<file path="src/rtl/waveform_peak_pyramid_unit_macros.svh">
// Assertion macros for the waveform peak pyramid unit.
// Used by the top level only; expects i_clk and i_rst_n in scope.
`ifndef WAVEFORM_PEAK_PYRAMID_UNIT_MACROS_SVH
`define WAVEFORM_PEAK_PYRAMID_UNIT_MACROS_SVH

// Same-cycle implication, checked out of reset.
`define WPP_ASSERT_IMP(lbl, ante, cons, msg) \
    lbl: assert property (@(posedge i_clk) disable iff (!i_rst_n) (ante) |-> (cons)) \
        else $error(msg);

// Next-cycle implication, checked out of reset.
`define WPP_ASSERT_NXT(lbl, ante, cons, msg) \
    lbl: assert property (@(posedge i_clk) disable iff (!i_rst_n) (ante) |=> (cons)) \
        else $error(msg);

`endif

</file>
<file path="src/rtl/wpp_pkg.sv">
// Shared types and constants of the waveform peak pyramid unit.
// No dependencies; used by the top level, wpp_ctrl and wpp_dp.
`default_nettype none

package wpp_pkg;

    localparam int LEVELS = 4;
    // Block sizes 16, 64, 256 and 1024 points as shift amounts.
    localparam int LVL_SHIFT [LEVELS] = '{4, 6, 8, 10};
    localparam int POINT_FIELD_W = 17;
    localparam logic [POINT_FIELD_W-1:0] SRC_RESET = 17'h10000;

    typedef enum logic [1:0] {
        CMD_START    = 2'd0,
        CMD_SAMPLE   = 2'd1,
        CMD_QUERY    = 2'd2,
        CMD_OVERVIEW = 2'd3
    } t_cmd;

    typedef struct packed {
        logic [7:0] amp;
        logic [7:0] red;
        logic [7:0] green;
        logic [7:0] blue;
    } t_peak;

    typedef struct packed {
        logic [3:0]               pad;
        logic [7:0]               column;
        logic [POINT_FIELD_W-1:0] range_end;
        logic [POINT_FIELD_W-1:0] range_begin;
        logic [7:0]               blue;
        logic [7:0]               green;
        logic [7:0]               red;
        logic [7:0]               amplitude;
        logic [1:0]               command;
    } t_in_item;

    typedef struct packed {
        logic [5:0] pad;
        logic       scan_done;
        logic [7:0] peak_blue;
        logic [7:0] peak_green;
        logic [7:0] peak_red;
        logic [7:0] peak_amplitude;
        logic       status;
    } t_out_item;

    typedef struct packed {
        logic latch;
        logic start_ok;
        logic reject;
        logic div_start;
        logic clr_step;
        logic smp_wr;
        logic q_init;
        logic q_rd;
        logic q_cmp;
        logic ov_rd;
        logic ov_load;
        logic out_load;
    } t_dp_cmd;

    typedef struct packed {
        t_cmd cmd;
        logic ok;
        logic clr_last;
        logic div_done;
        logic q_last;
        logic out_free;
        logic scanning;
        logic index_valid;
    } t_dp_stat;

endpackage

`default_nettype wire

</file>
<file path="src/rtl/wpp_ctrl.sv">
// Controller state machine of the waveform peak pyramid.
// Depends on wpp_pkg; drives wpp_dp through command and status structs.
`default_nettype none

module wpp_ctrl (
    input  wire logic              i_clk,
    input  wire logic              i_rst_n,
    input  wire logic              i_in_valid,
    output logic                   o_in_ready,
    output wpp_pkg::t_dp_cmd       o_cmd,
    input  wire wpp_pkg::t_dp_stat i_stat
);

    typedef enum logic [11:0] {
        ST_IDLE = 12'b000000000001,
        ST_RCLR = 12'b000000000010,
        ST_DEC  = 12'b000000000100,
        ST_CLR  = 12'b000000001000,
        ST_DIV  = 12'b000000010000,
        ST_SRD  = 12'b000000100000,
        ST_SWR  = 12'b000001000000,
        ST_QRD  = 12'b000010000000,
        ST_QCMP = 12'b000100000000,
        ST_ORD  = 12'b001000000000,
        ST_OLD  = 12'b010000000000,
        ST_RESP = 12'b100000000000
    } t_state;

    t_state r_state;
    t_state n_state;

    always_comb begin
        n_state    = r_state;
        o_cmd      = '0;
        o_in_ready = 1'b0;
        case (r_state)
            ST_IDLE: begin
                o_in_ready  = 1'b1;
                o_cmd.latch = i_in_valid;
                if (i_in_valid) begin
                    n_state = ST_DEC;
                end
            end
            ST_RCLR: begin
                o_cmd.clr_step = 1'b1;
                if (i_stat.clr_last) begin
                    n_state = ST_IDLE;
                end
            end
            ST_DEC: begin
                if (!i_stat.ok) begin
                    o_cmd.reject = 1'b1;
                    n_state      = ST_RESP;
                end else begin
                    case (i_stat.cmd)
                        wpp_pkg::CMD_START: begin
                            o_cmd.start_ok = 1'b1;
                            n_state        = ST_CLR;
                        end
                        wpp_pkg::CMD_SAMPLE: begin
                            o_cmd.div_start = 1'b1;
                            n_state         = ST_DIV;
                        end
                        wpp_pkg::CMD_QUERY: begin
                            o_cmd.q_init = 1'b1;
                            n_state      = ST_QRD;
                        end
                        default: begin
                            n_state = ST_ORD;
                        end
                    endcase
                end
            end
            ST_CLR: begin
                o_cmd.clr_step = 1'b1;
                if (i_stat.clr_last) begin
                    n_state = ST_RESP;
                end
            end
            ST_DIV: begin
                if (i_stat.div_done) begin
                    n_state = ST_SRD;
                end
            end
            ST_SRD: begin
                n_state = ST_SWR;
            end
            ST_SWR: begin
                o_cmd.smp_wr = 1'b1;
                n_state      = ST_RESP;
            end
            ST_QRD: begin
                o_cmd.q_rd = 1'b1;
                n_state    = ST_QCMP;
            end
            ST_QCMP: begin
                o_cmd.q_cmp = 1'b1;
                n_state     = i_stat.q_last ? ST_RESP : ST_QRD;
            end
            ST_ORD: begin
                o_cmd.ov_rd = 1'b1;
                n_state     = ST_OLD;
            end
            ST_OLD: begin
                o_cmd.ov_load = 1'b1;
                n_state       = ST_RESP;
            end
            ST_RESP: begin
                if (i_stat.out_free) begin
                    o_cmd.out_load = 1'b1;
                    n_state        = ST_IDLE;
                end
            end
            default: begin
                n_state = ST_IDLE;
            end
        endcase
    end

    always_ff @(posedge i_clk) begin
        if (!i_rst_n) begin
            r_state <= ST_RCLR;
        end else begin
            r_state <= n_state;
        end
    end

endmodule

`default_nettype wire
</file>
<file path="config.mk">
export PLATFORM = sky130hd
export DESIGN_NAME = wpp_ctrl
export DESIGN_NICKNAME = d
export VERILOG_FILES = /design/src/rtl/waveform_peak_pyramid_unit_macros.svh /design/src/rtl/wpp_pkg.sv /design/src/rtl/wpp_ctrl.sv
export SDC_FILE = /design/constraint.sdc
export NUM_CORES = 1
export LEC_CHECK = 0
export BUFFER_PORTS_ARGS = -buffer_cell sky130_fd_sc_hd__buf_4
export CORE_MARGIN = 2
export CORE_UTILIZATION = 47
export DETAILED_ROUTE_END_ITERATION = 7
export MAX_ROUTING_LAYER = met4
export PLACE_DENSITY_LB_ADDON = 0.05
export SYNTH_ARGS = -nofsm -noshare
export SYNTH_HDL_FRONTEND = slang
export SYNTH_SLANG_ARGS = --single-unit
</file>
<file path="constraint.sdc">
create_clock -name i_clk -period 2.35 [get_ports i_clk]
set_clock_uncertainty 0.15 [all_clocks]
set_input_delay 0.235 -clock i_clk [delete_from_list [all_inputs] [get_ports i_clk]]
set_output_delay 0.235 -clock i_clk [all_outputs]
set_load 0.01 [all_outputs]
</file>
Word level (Yosys, flattened, before mapping). Index checks and enable logic that the tools add are counted.

Register bits after elaboration: 12. Input port bits: 12. Output and inout bits: 13. Logic and storage cells: 52.

Equality and inequality tests: 19. Multiplexer cells: 28. Reduce and logical (&&, ||, !) cells: 4.

Operators with widths (count): 12-bit case mux with 11 select lines (1); 12-bit two-way mux (7); 10-bit case mux with 3 select lines (1); 1-bit two-way mux (18); 12-bit by 1-bit equality test with 1-bit output, second input constant (1); 12-bit by 10-bit equality test with 1-bit output, second input constant (1); 12-bit by 11-bit equality test with 1-bit output, second input constant (1); 12-bit equality test, second input constant (1); 12-bit by 2-bit equality test with 1-bit output, second input constant (1); 12-bit by 3-bit equality test with 1-bit output, second input constant (1); 12-bit by 4-bit equality test with 1-bit output, second input constant (1); 12-bit by 5-bit equality test with 1-bit output, second input constant (1); 12-bit by 6-bit equality test with 1-bit output, second input constant (1); 12-bit by 7-bit equality test with 1-bit output, second input constant (1); 12-bit by 8-bit equality test with 1-bit output, second input constant (1); 12-bit by 9-bit equality test with 1-bit output, second input constant (1); 2-bit inequality test, second input constant (5); 5-bit AND reduction (1); 2-bit OR reduction (2); 3-bit two-way mux (1); 2-bit by 1-bit equality test with 1-bit output, second input constant (1); 2-bit equality test, second input constant (1); 2-bit zero test (1).

Depth between registers and ports, before layout. Gate-level depths: netlist (run 1).

Word-level depth: 4. Depth in mapped cells: 6. Gate-level depth less buffers: 5.

Least setup slack after synthesis (run 1). Ideal clock, no wire load.

Path kind: reg-to-output. From: register r_state[9]. To: output port o_cmd[8] (netlist bit). Data arrival time: 1531 ps. Data required time: 1965 ps. Setup slack: 434 ps. Stages on the path, launching flop included: 7. Path buffers: 2. Cell sequence: dfxtp_1 buf_6 nor4_4 nand3_4 nor4_4 and2_1 buf_4.

RTL lines: from (decl) (RTL line wpp_ctrl.sv:29) `t_state r_state;`; from (signal assigned) (RTL line wpp_ctrl.sv:124) `r_state <= n_state;`; to (decl) (RTL line wpp_ctrl.sv:10) `output wpp_pkg::t_dp_cmd o_cmd,`.

==> results.json, run 1 <==
{
  "worstHoldPathType": "primary input to flop",
  "synth_async_sr_flop_share_pct": 0,
  "setup-violations-final": 0,
  "power.share.combinational_pct": 21.7,
  "grt_pass1_wl_um": 3040,
  "core_outline_area_um2": 1730,
  "pin_count_of_the_biggest_net_entering_global_routing": 10,
  "proportion_of_synthesized_area_in_mux_cells_pct": 0,
  "wl_per_cell_um": 13.5,
  "timing.critical_path.required_ps": 1970,
  "num-nets-final": 132,
  "fin_area_um2": 1040,
  "fp.dieH_um": 46.7,
  "yosysTopAreaCell": "sky130_fd_sc_hd__dfxtp_1",
  "multiInputGateArea_um2": 552,
  "drt_first_pass_iters": 4,
  "worst_r2r_startpoint": "r_state[0]",
  "largest_register_ff_count": 12,
  "reg_top3": "r_state: 12 flops",
  "synth.most_common_cell": "sky130_fd_sc_hd__dfxtp_1",
  "portBuffers": 22,
  "wirelength_um": 1930,
  "flop2flop_setup_slack_ps": 280,
  "pwr_density_cell_nw_per_um2": 432,
  "arrival_ps": 1870,
  "post_route_cells_drive_above_1_share_pct": 32.2,
  "worstSetupStartpointType": "flop",
  "drv.max_cap_violation_count": 0,
  "sequentialPowerShare_pct": 49.7,
  "clk_pin_slew_ps": 80,
  "fin_crit_ps": 2260,
  "synth_top_family_by_area": "simple AND/OR/NAND/NOR gates",
  "area.growth.synth_to_final_pct": 21.3,
  "reg2reg_to": "r_state[6]",
  "finalWeightedCongestion": 0.792,
  "synth_nets": 110,
  "crit_type": "flop to primary output",
  "htreeDepth": 1,
  "yosys.area_share.simple_pct": 46.8,
  "status": "finished, final reports clean",
  "start_util_pct": 49.7,
  "yosysSeqAreaShare_pct": 28.0,
  "synth_top_cells_by_count": "12 x sky130_fd_sc_hd__dfxtp_1, 10 x sky130_fd_sc_hd__nor2_1, 6 x sky130_fd_sc_hd__and2_1",
  "final_min_period_over_clock_period_pct": 96.0,
  "p_int_uw": 317,
  "synth_area_leaders": "sky130_fd_sc_hd__dfxtp_1 28%, sky130_fd_sc_hd__buf_6 5.2%, sky130_fd_sc_hd__nor4_4 5.0%",
  "num_cts_buffers": 3,
  "p_clk_share_pct": 28.6,
  "post_dp_area_um2": 992,
  "slew_headroom_pct": 73.8,
  "ys_types": 40,
  "power.static_leakage_uw": 0.000432,
  "sink_of_the_worst_hold_path": "r_state[1]",
  "synth_xor_area_share_pct": 5.10,
  "synth_adder_area_share_pct": 0,
  "die_width_um": 46.7,
  "hold_path.startpoint": "i_rst_n",
  "clockRootBuffer": "sky130_fd_sc_hd__clkbuf_4",
  "drcViolationCount": 0,
  "tns_ps": 0,
  "synth_seq_cells": 12,
  "antenna_cells": 0,
  "drt-vias-per-instance": 5.56,
  "postSynthAreaPerCell_um2": 8.76,
  "clock_latency_reported_for_the_late_side_of_the_worst_skew_pair_ps": 270,
  "synthesis.area_um2": 858,
  "floorplan.die_area_um2": 2180,
  "net-switching-power_uw": 132,
  "grt_pass1_vias": 671,
  "worst_hold_path.num_cells": 2,
  "rr_worst_depth": 5,
  "layout.filler_cells": 178,
  "netlist_instances": 98,
  "timing.critical_path.to_type": "primary output",
  "ff_latch_area_um2": 240,
  "synth_compound_area_share_pct": 11.1,
  "routed-via-count": 795,
  "worst_ir_drop_vdd_mv": 0.307,
  "ys.flop_type": "sky130_fd_sc_hd__dfxtp_1",
  "tritoncts_num_sinks": 12,
  "finalMaxSlewViolations": 0,
  "initial_antenna_violation_count": 0,
  "overall_routing_resource_usage_pct": 20.8,
  "timing_worst_slew_pin_value_ps": 390,
  "synth_top_area_share_pct": 28.0,
  "grt_setup_unrepaired": "no",
  "cp_max_fo": 9,
  "postRouteAntennaNets": 0,
  "hpwl_um": 1470,
  "largest_register": "r_state",
  "maxClockFrequency_mhz": 443,
  "num_io_pins": 25,
  "rows": 15,
  "drtIter0Drc": 23,
  "synth_enable_flop_cells": 0,
  "hold_viol": 0,
  "tritoncts": "done",
  "ys_warn_count": 0,
  "grt_overflow_total": 0,
  "power_switching_share_pct": 29.4,
  "cts_max_path_buffers": 2
}
[power by group through the flow]
stage	sequential (µW)	clock [µW]	combinational, µW
after floorplan	215	0	79.4
after global placement	226	0	94.2
after detailed placement	226	0	95.4
after CTS	221	132	96.2
after global routing	225	142	106
final	223	129	97.4
[through the flow]
stage / util [%] / worst slack [ps] / hold slack (ps) / power, µW / std cells
2_1_floorplan: - / 434 / 147 / 295 / 98
5_1_grt: 60.3 / 7.90 / 3.52 / 473 / 143
4_1_cts: 59.6 / 47.7 / 13.1 / 449 / 143
3_3_place_gp: 57.5 / 255 / 296 / 320 / 138
3_5_place_dp: 57.5 / 245 / 302 / 321 / 138
6_report: 60.3 / 93.1 / 15.4 / 449 / 143
[kinds of logic after synthesis]
family,count (synthesis)
flops,12
simple gates,58
buf+inv,11
compound gates,12
xor+xnor,5
[worst max-delay path by stage]
stage | startpoint | end | cells past startpoint
3_5_place_dp | r_state[8] | r_state[11] | 5
5_1_grt | r_state[0] | o_cmd[8] | 5
3_3_place_gp | r_state[8] | r_state[11] | 5
6_report | r_state[0] | o_cmd[8] | 5
4_1_cts | r_state[9] | o_cmd[8] | 5
2_1_floorplan | r_state[9] | o_cmd[8] | 6
[area by class of cell]
class	count	area share, %
Inverter	4	1.44
Clock buffer	3	2.16
Tap cell	25	3.00
Sequential cell	12	23.1
Multi-Input combinational cell	75	53.0
Timing Repair Buffer	24	17.3
[routing by layer]
| metal | global-route usage [%] | vias to the layer above | wire length, µm |
|---|---|---|---|
| li1 | - | 403 | - |
| met1 | 26.7 | 359 | 857 |
| met2 | 30.3 | 27 | 907 |
| met3 | 3.46 | 6 | 108 |
| met4 | 12.8 | 0 | 59 |
| met5 | - | - | 0 |
[worst max-delay path: stages, from the launching register on]
cell                      delay, ps
sky130_fd_sc_hd__dfxtp_1        420
sky130_fd_sc_hd__nor3_2         380
sky130_fd_sc_hd__nand3_4        160
sky130_fd_sc_hd__nor4_4         310
sky130_fd_sc_hd__and2_1         190
sky130_fd_sc_hd__buf_4          120
[cells in the final DEF (no fill, tap or decap), types with 2 or more instances in the layout]
master	instances
sky130_fd_sc_hd__nor2_1	9
sky130_fd_sc_hd__and2_1	6
sky130_fd_sc_hd__o21a_1	2
sky130_fd_sc_hd__inv_1	4
sky130_fd_sc_hd__xnor2_1	3
sky130_fd_sc_hd__xor2_1	2
sky130_fd_sc_hd__nand4_1	2
sky130_fd_sc_hd__nor3_1	5
sky130_fd_sc_hd__nor4b_1	4
sky130_fd_sc_hd__buf_4	24
sky130_fd_sc_hd__dfxtp_1	12
sky130_fd_sc_hd__nand2b_1	2
sky130_fd_sc_hd__nand2_1	4
sky130_fd_sc_hd__nor3b_1	2
sky130_fd_sc_hd__clkbuf_4	3
sky130_fd_sc_hd__nand3_1	5
sky130_fd_sc_hd__a21oi_1	2
sky130_fd_sc_hd__nor4_4	3
sky130_fd_sc_hd__nor4_1	3
[timing repair]
item,CTS,global route
setup buffers,2,0
resized for setup,0,2
hold buffers,0,0
pin swaps,1,1
setup endpoints to repair,2,3
Note: power is estimated with default switching activity, not from simulation.
==> run 2, diff against run 1 <==
--- a/config.mk
+++ b/config.mk
@@ -6,7 +6,7 @@
 export NUM_CORES = 1
 export LEC_CHECK = 0
 export BUFFER_PORTS_ARGS = -buffer_cell sky130_fd_sc_hd__buf_4
-export CORE_MARGIN = 2
+export CORE_MARGIN = 3
 export CORE_UTILIZATION = 47
 export DETAILED_ROUTE_END_ITERATION = 7
 export MAX_ROUTING_LAYER = met4
==> constraint.sdc (replaced) <==
create_clock -name i_clk -period 2.7 [get_ports i_clk]
set_clock_uncertainty 0.15 [all_clocks]
set_input_delay 0.27 -clock i_clk [delete_from_list [all_inputs] [get_ports i_clk]]
set_output_delay 0.27 -clock i_clk [all_outputs]
set_load 0.01 [all_outputs]
==> run 2 against run 1 <==
- final area is 2.6% lower
- sequential power is 13% lower
- hold slack better by 43 ps
- non-clock buffer count is 2 lower
- critical path depth stayed put
- wire length is 0.72% higher
- count of clock-buffer cells in the layout stayed put
- via count is 0.13% lower
- setup slack better by 180 ps
- combinational power is 15% lower
- largest cell class unchanged
==> results.json, run 2 (synthesis results as in run 1) <==
{
  "portBuffers": 22,
  "worstHoldPathType": "primary input to flop",
  "timing_worst_slew_pin_value_ps": 490,
  "layout.cells.most_common_list": "22 x sky130_fd_sc_hd__buf_4, 12 x sky130_fd_sc_hd__dfxtp_1, 10 x sky130_fd_sc_hd__nor2_1",
  "grt_pass1_wl_um": 3330,
  "routed-via-count": 794,
  "postRouteAntennaNets": 0,
  "layout.filler_cells": 166,
  "finalMaxSlewViolations": 0,
  "pwr_density_cell_nw_per_um2": 377,
  "power.static_leakage_uw": 0.000421,
  "status": "finished, final reports clean",
  "tns_ps": 0,
  "floorplan.die_area_um2": 2380,
  "finalWeightedCongestion": 0.805,
  "path_delay_family": "simple AND/OR/NAND/NOR gates",
  "max_stage_delay_ps": 530,
  "num-nets-final": 130,
  "timing.critical_path.mode_cell": "sky130_fd_sc_hd__nor4_4",
  "worst_ir_drop_vdd_mv": 0.214,
  "drv.max_cap_violation_count": 0,
  "start_util_pct": 53.3,
  "hold_buffers": 0,
  "initial_antenna_violation_count": 0,
  "num_io_pins": 25,
  "wl_per_cell_um": 13.9,
  "rows": 14,
  "worstSetupStartpointType": "flop",
  "placed_cells_incl_taps": 137,
  "slew_headroom_pct": 67.1,
  "slowest_stage": "sky130_fd_sc_hd__nor4_4",
  "fp.dieH_um": 48.7,
  "clk_pin_slew_ps": 70,
  "final_min_period_over_clock_period_pct": 89.8,
  "cp_max_fo": 7,
  "tritoncts_num_sinks": 12,
  "instances_no_fill": 140,
  "die_width_um": 48.7,
  "arrival_ps": 2000,
  "reg_top3": "r_state: 12 flops",
  "setup-violations-final": 0,
  "largest_register_ff_count": 12,
  "hpwl_um": 1490,
  "critical_path.n_buffers_inverters": 1,
  "maxClockFrequency_mhz": 413,
  "drcViolationCount": 0,
  "cts_resized": 0,
  "antenna_cells": 0,
  "pin_count_of_the_biggest_net_entering_global_routing": 10,
  "drtIter0Drc": 11,
  "post_route_cells_drive_above_1_share_pct": 30.2,
  "overall_routing_resource_usage_pct": 18.1,
  "timing.critical_path.to_type": "primary output",
  "cts_post_setup_buffers_inserted": 0,
  "drt_first_pass_iters": 4,
  "layout.cells.most_common": "sky130_fd_sc_hd__buf_4",
  "timing.critical_path.cells": "nor4_4 -> nand3_4 -> nor4_4 -> and2_1 -> buf_4",
  "wirelength_um": 1950,
  "clockRootBuffer": "sky130_fd_sc_hd__clkbuf_4",
  "fin_crit_ps": 2420,
  "htreeDepth": 1,
  "drt-vias-per-instance": 5.67,
  "grt_setup_unrepaired": "no",
  "num_cts_buffers": 3,
  "crit_type": "flop to primary output",
  "grt_overflow_total": 0,
  "area.growth.synth_to_final_pct": 18.1,
  "grt_pass1_vias": 735,
  "clock_latency_reported_for_the_late_side_of_the_worst_skew_pair_ps": 260,
  "cts_max_path_buffers": 2,
  "tritoncts": "done",
  "timing.critical_path.required_ps": 2280,
  "hold_viol": 0,
  "core_outline_area_um2": 1610,
  "largest_register": "r_state"
}
## run 2: cell types whose count changed in the layout (fill, tap and decap cells not counted)
cell and change:
sky130_fd_sc_hd__nor2_1 +1, sky130_fd_sc_hd__buf_4 -2, sky130_fd_sc_hd__nor4_4 -1, sky130_fd_sc_hd__nor2_2 -1
sky130_fd_sc_hd__nor4_2 +1
## run 2: worst paths after layout
path,startpoint,slack (ps),endpoint,cells after the start
min reg2reg,r_state[1],420,r_state[1],2
min,i_rst_n,60,r_state[1],2
max reg2reg,r_state[8],560,r_state[6],5
max,r_state[8],280,o_cmd[8],5
## run 2: per-layer routing
layer  vias up  wire length, µm  track usage (%)
met5         -                0                -
met2        27              887             26.9
met4         0               13             6.64
met1       365              918             24.6
li1        400                -                -
met3         2              127             3.07
## run 2: final cells by class
| cell class | instances | area [µm²] | share of cell area, % |
|---|---|---|---|
| clock buffer | 3 | 22.5 | 2.22 |
| timing repair buffer | 22 | 165 | 16.3 |
| multi-input combinational | 75 | 541 | 53.3 |
| inverter | 4 | 15.0 | 1.48 |
| sequential | 12 | 240 | 23.7 |
| tap | 24 | 30.0 | 2.96 |
## run 2: through the flow
| stage | power (µW) | hold WS (ps) | utilization, % | setup WS, ps | instance area (µm²) |
|---|---|---|---|---|---|
| finish | 382 | 58.2 | 62.9 | 277 | 1010 |
| detailed placement | 279 | 338 | 61.5 | 567 | 991 |
| global placement | 278 | 334 | 61.5 | 609 | 991 |
| global route | 406 | 62.3 | 62.9 | 128 | 1010 |
| floorplan | 256 | 182 | - | 749 | 858 |
| CTS | 385 | 58.2 | 62.9 | 270 | 1010 |
## run 2: report_power, final
group          total [µW]  internal (µW)  switching, µW
sequential            193            181           11.2
clock                 107           51.4           55.7
combinational        82.6           41.1           41.5
==> run 3, diff against run 2 <==
==> constraint.sdc (replaced) <==
create_clock -name i_clk -period 2.7 [get_ports i_clk]
set_clock_uncertainty 0.15 [all_clocks]
set_input_delay 0.27 -clock i_clk [delete_from_list [all_inputs] [get_ports i_clk]]
set_output_delay 0.27 -clock i_clk [all_outputs]
set_load 0.05 [all_outputs]
==> run 3 against run 2 <==
- utilization grew 1.4 points
- first-iteration DRC count grew to 2.8 times the previous value
- fmax is 2.0% lower
- critical path type unchanged
- combinational power rose by 21%
- power rose by 15%
- wire length decreased by 0.92%
- highest routed layer unchanged
- flip-flop and latch count unchanged
- final area increased by 2.2%
- final cell count is 0.71% higher
- die area unchanged
- critical endpoint unchanged
- largest cell class unchanged
==> results.json, run 3 (synthesis results as in run 1) <==
{
  "status": "finished, final reports clean",
  "die_width_um": 48.7,
  "p_int_uw": 305,
  "postRouteAntennaNets": 0,
  "rows": 14,
  "grt_pass1_vias": 709,
  "hold-worst-slack_ps": 44.0,
  "layout.cells.most_common": "sky130_fd_sc_hd__buf_4",
  "worst_hold_path.num_cells": 2,
  "num_io_pins": 25,
  "htreeDepth": 1,
  "drt_first_pass_iters": 4,
  "drt-vias-per-instance": 5.57,
  "pin_count_of_the_biggest_net_entering_global_routing": 10,
  "wl_per_cell_um": 13.7,
  "tritoncts": "done",
  "cts_post_setup_buffers_inserted": 0,
  "fin_crit_ps": 2470,
  "layout.cells.most_common_list": "22 x sky130_fd_sc_hd__buf_4, 12 x sky130_fd_sc_hd__dfxtp_1, 9 x sky130_fd_sc_hd__nor2_1",
  "num_cts_buffers": 3,
  "placed_cells_incl_taps": 137,
  "cp_max_fo": 7,
  "maxClockFrequency_mhz": 404,
  "net-switching-power_uw": 136,
  "p_clk_share_pct": 33.6,
  "hpwl_um": 1460,
  "layout.filler_cells": 150,
  "clock_latency_reported_for_the_late_side_of_the_worst_skew_pair_ps": 280,
  "wirelength_um": 1930,
  "num-nets-final": 130,
  "instances_no_fill": 141,
  "final_min_period_over_clock_period_pct": 91.6,
  "fp.dieH_um": 48.7,
  "drv.max_cap_violation_count": 0,
  "portBuffers": 22,
  "antenna_cells": 0,
  "power.static_leakage_uw": 0.000428,
  "grt_pass1_wl_um": 3330,
  "worstSetupStartpointType": "flop",
  "grt_overflow_total": 0,
  "cts_resized": 0,
  "rr_worst_depth": 5,
  "largest_register_ff_count": 12,
  "power.share.combinational_pct": 22.6,
  "area.growth.synth_to_final_pct": 20.7,
  "drcViolationCount": 0,
  "clockRootBuffer": "sky130_fd_sc_hd__clkbuf_4",
  "cts_max_path_buffers": 2,
  "drtIter0Drc": 31,
  "timing.critical_path.to_type": "primary output",
  "tns_ps": 0,
  "worst_ir_drop_vdd_mv": 0.261,
  "timing_worst_slew_pin_value_ps": 462,
  "timing.critical_path.required_ps": 2280,
  "post_route_cells_drive_above_1_share_pct": 32.5,
  "fin_util_pct": 64.3,
  "hold_buffers": 0,
  "largest_register": "r_state",
  "slew_headroom_pct": 68.9,
  "floorplan.die_area_um2": 2380,
  "arrival_ps": 2050,
  "pwr_density_cell_nw_per_um2": 426,
  "start_util_pct": 53.3,
  "sequentialPowerShare_pct": 43.7,
  "setup-violations-final": 0,
  "power_switching_share_pct": 30.8,
  "initial_antenna_violation_count": 0,
  "core_outline_area_um2": 1610,
  "clk_pin_slew_ps": 70,
  "overall_routing_resource_usage_pct": 18.5,
  "overall_power_uw": 441,
  "grt_setup_unrepaired": "no",
  "finalWeightedCongestion": 0.796,
  "hold_viol": 0,
  "reg_top3": "r_state: 12 flops",
  "crit_type": "flop to primary output",
  "routed-via-count": 786,
  "tritoncts_num_sinks": 12,
  "worstHoldPathType": "primary input to flop",
  "finalMaxSlewViolations": 0
}
[run 3: changes by cell type in the layout (fill, tap and decap cells not counted), sizes merged]
| cell | before | now |
|---|---|---|
| clkbuf | 3 | 4 |
[run 3: cell type report]
class	instances	area [µm²]	area share, %
Tap cell	24	30.0	2.90
Multi-Input combinational cell	75	549	53.0
Inverter	4	15.0	1.45
Timing Repair Buffer	22	165	15.9
Sequential cell	12	240	23.2
Clock buffer	4	36.3	3.50
[run 3: worst max-delay path: stages (launching register included)]
cell                      delay [ps]
sky130_fd_sc_hd__dfxtp_1         400
sky130_fd_sc_hd__nor4_4          510
sky130_fd_sc_hd__nand3_4         180
sky130_fd_sc_hd__nor4_4          310
sky130_fd_sc_hd__and2_1          180
sky130_fd_sc_hd__buf_4           200
[run 3: metrics by stage]
step	setup WS, ps	area, µm²
finish	227	1040
detailed placement	521	1000
CTS	205	1040
floorplan	24.3	867
global route	37.8	1040
global placement	520	1000
[run 3: worst paths after layout]
path	start	end	slack (ps)
setup / recovery	r_state[8]	o_cmd[8]	230
hold / removal	i_rst_n	r_state[1]	40
setup reg to reg	r_state[8]	r_state[6]	570
hold reg to reg	r_state[1]	r_state[1]	430
[run 3: power by group through the flow]
stage	registers, µW	logic (µW)	clock network [µW]
after floorplan	187	85.7	0
after global placement	197	98.8	0
after detailed placement	197	99.2	0
after CTS	193	100	152
after global routing	194	109	157
final	193	99.9	148
[run 3: layer usage]
metal / vias up / track usage [%] / part of all wire, %
li1: 398 / - / -
met1: 357 / 24.2 / 45
met2: 27 / 26.7 / 45
met3: 4 / 6.13 / 8.1
met4: 0 / 5.69 / 1.3
met5: - / - / 0
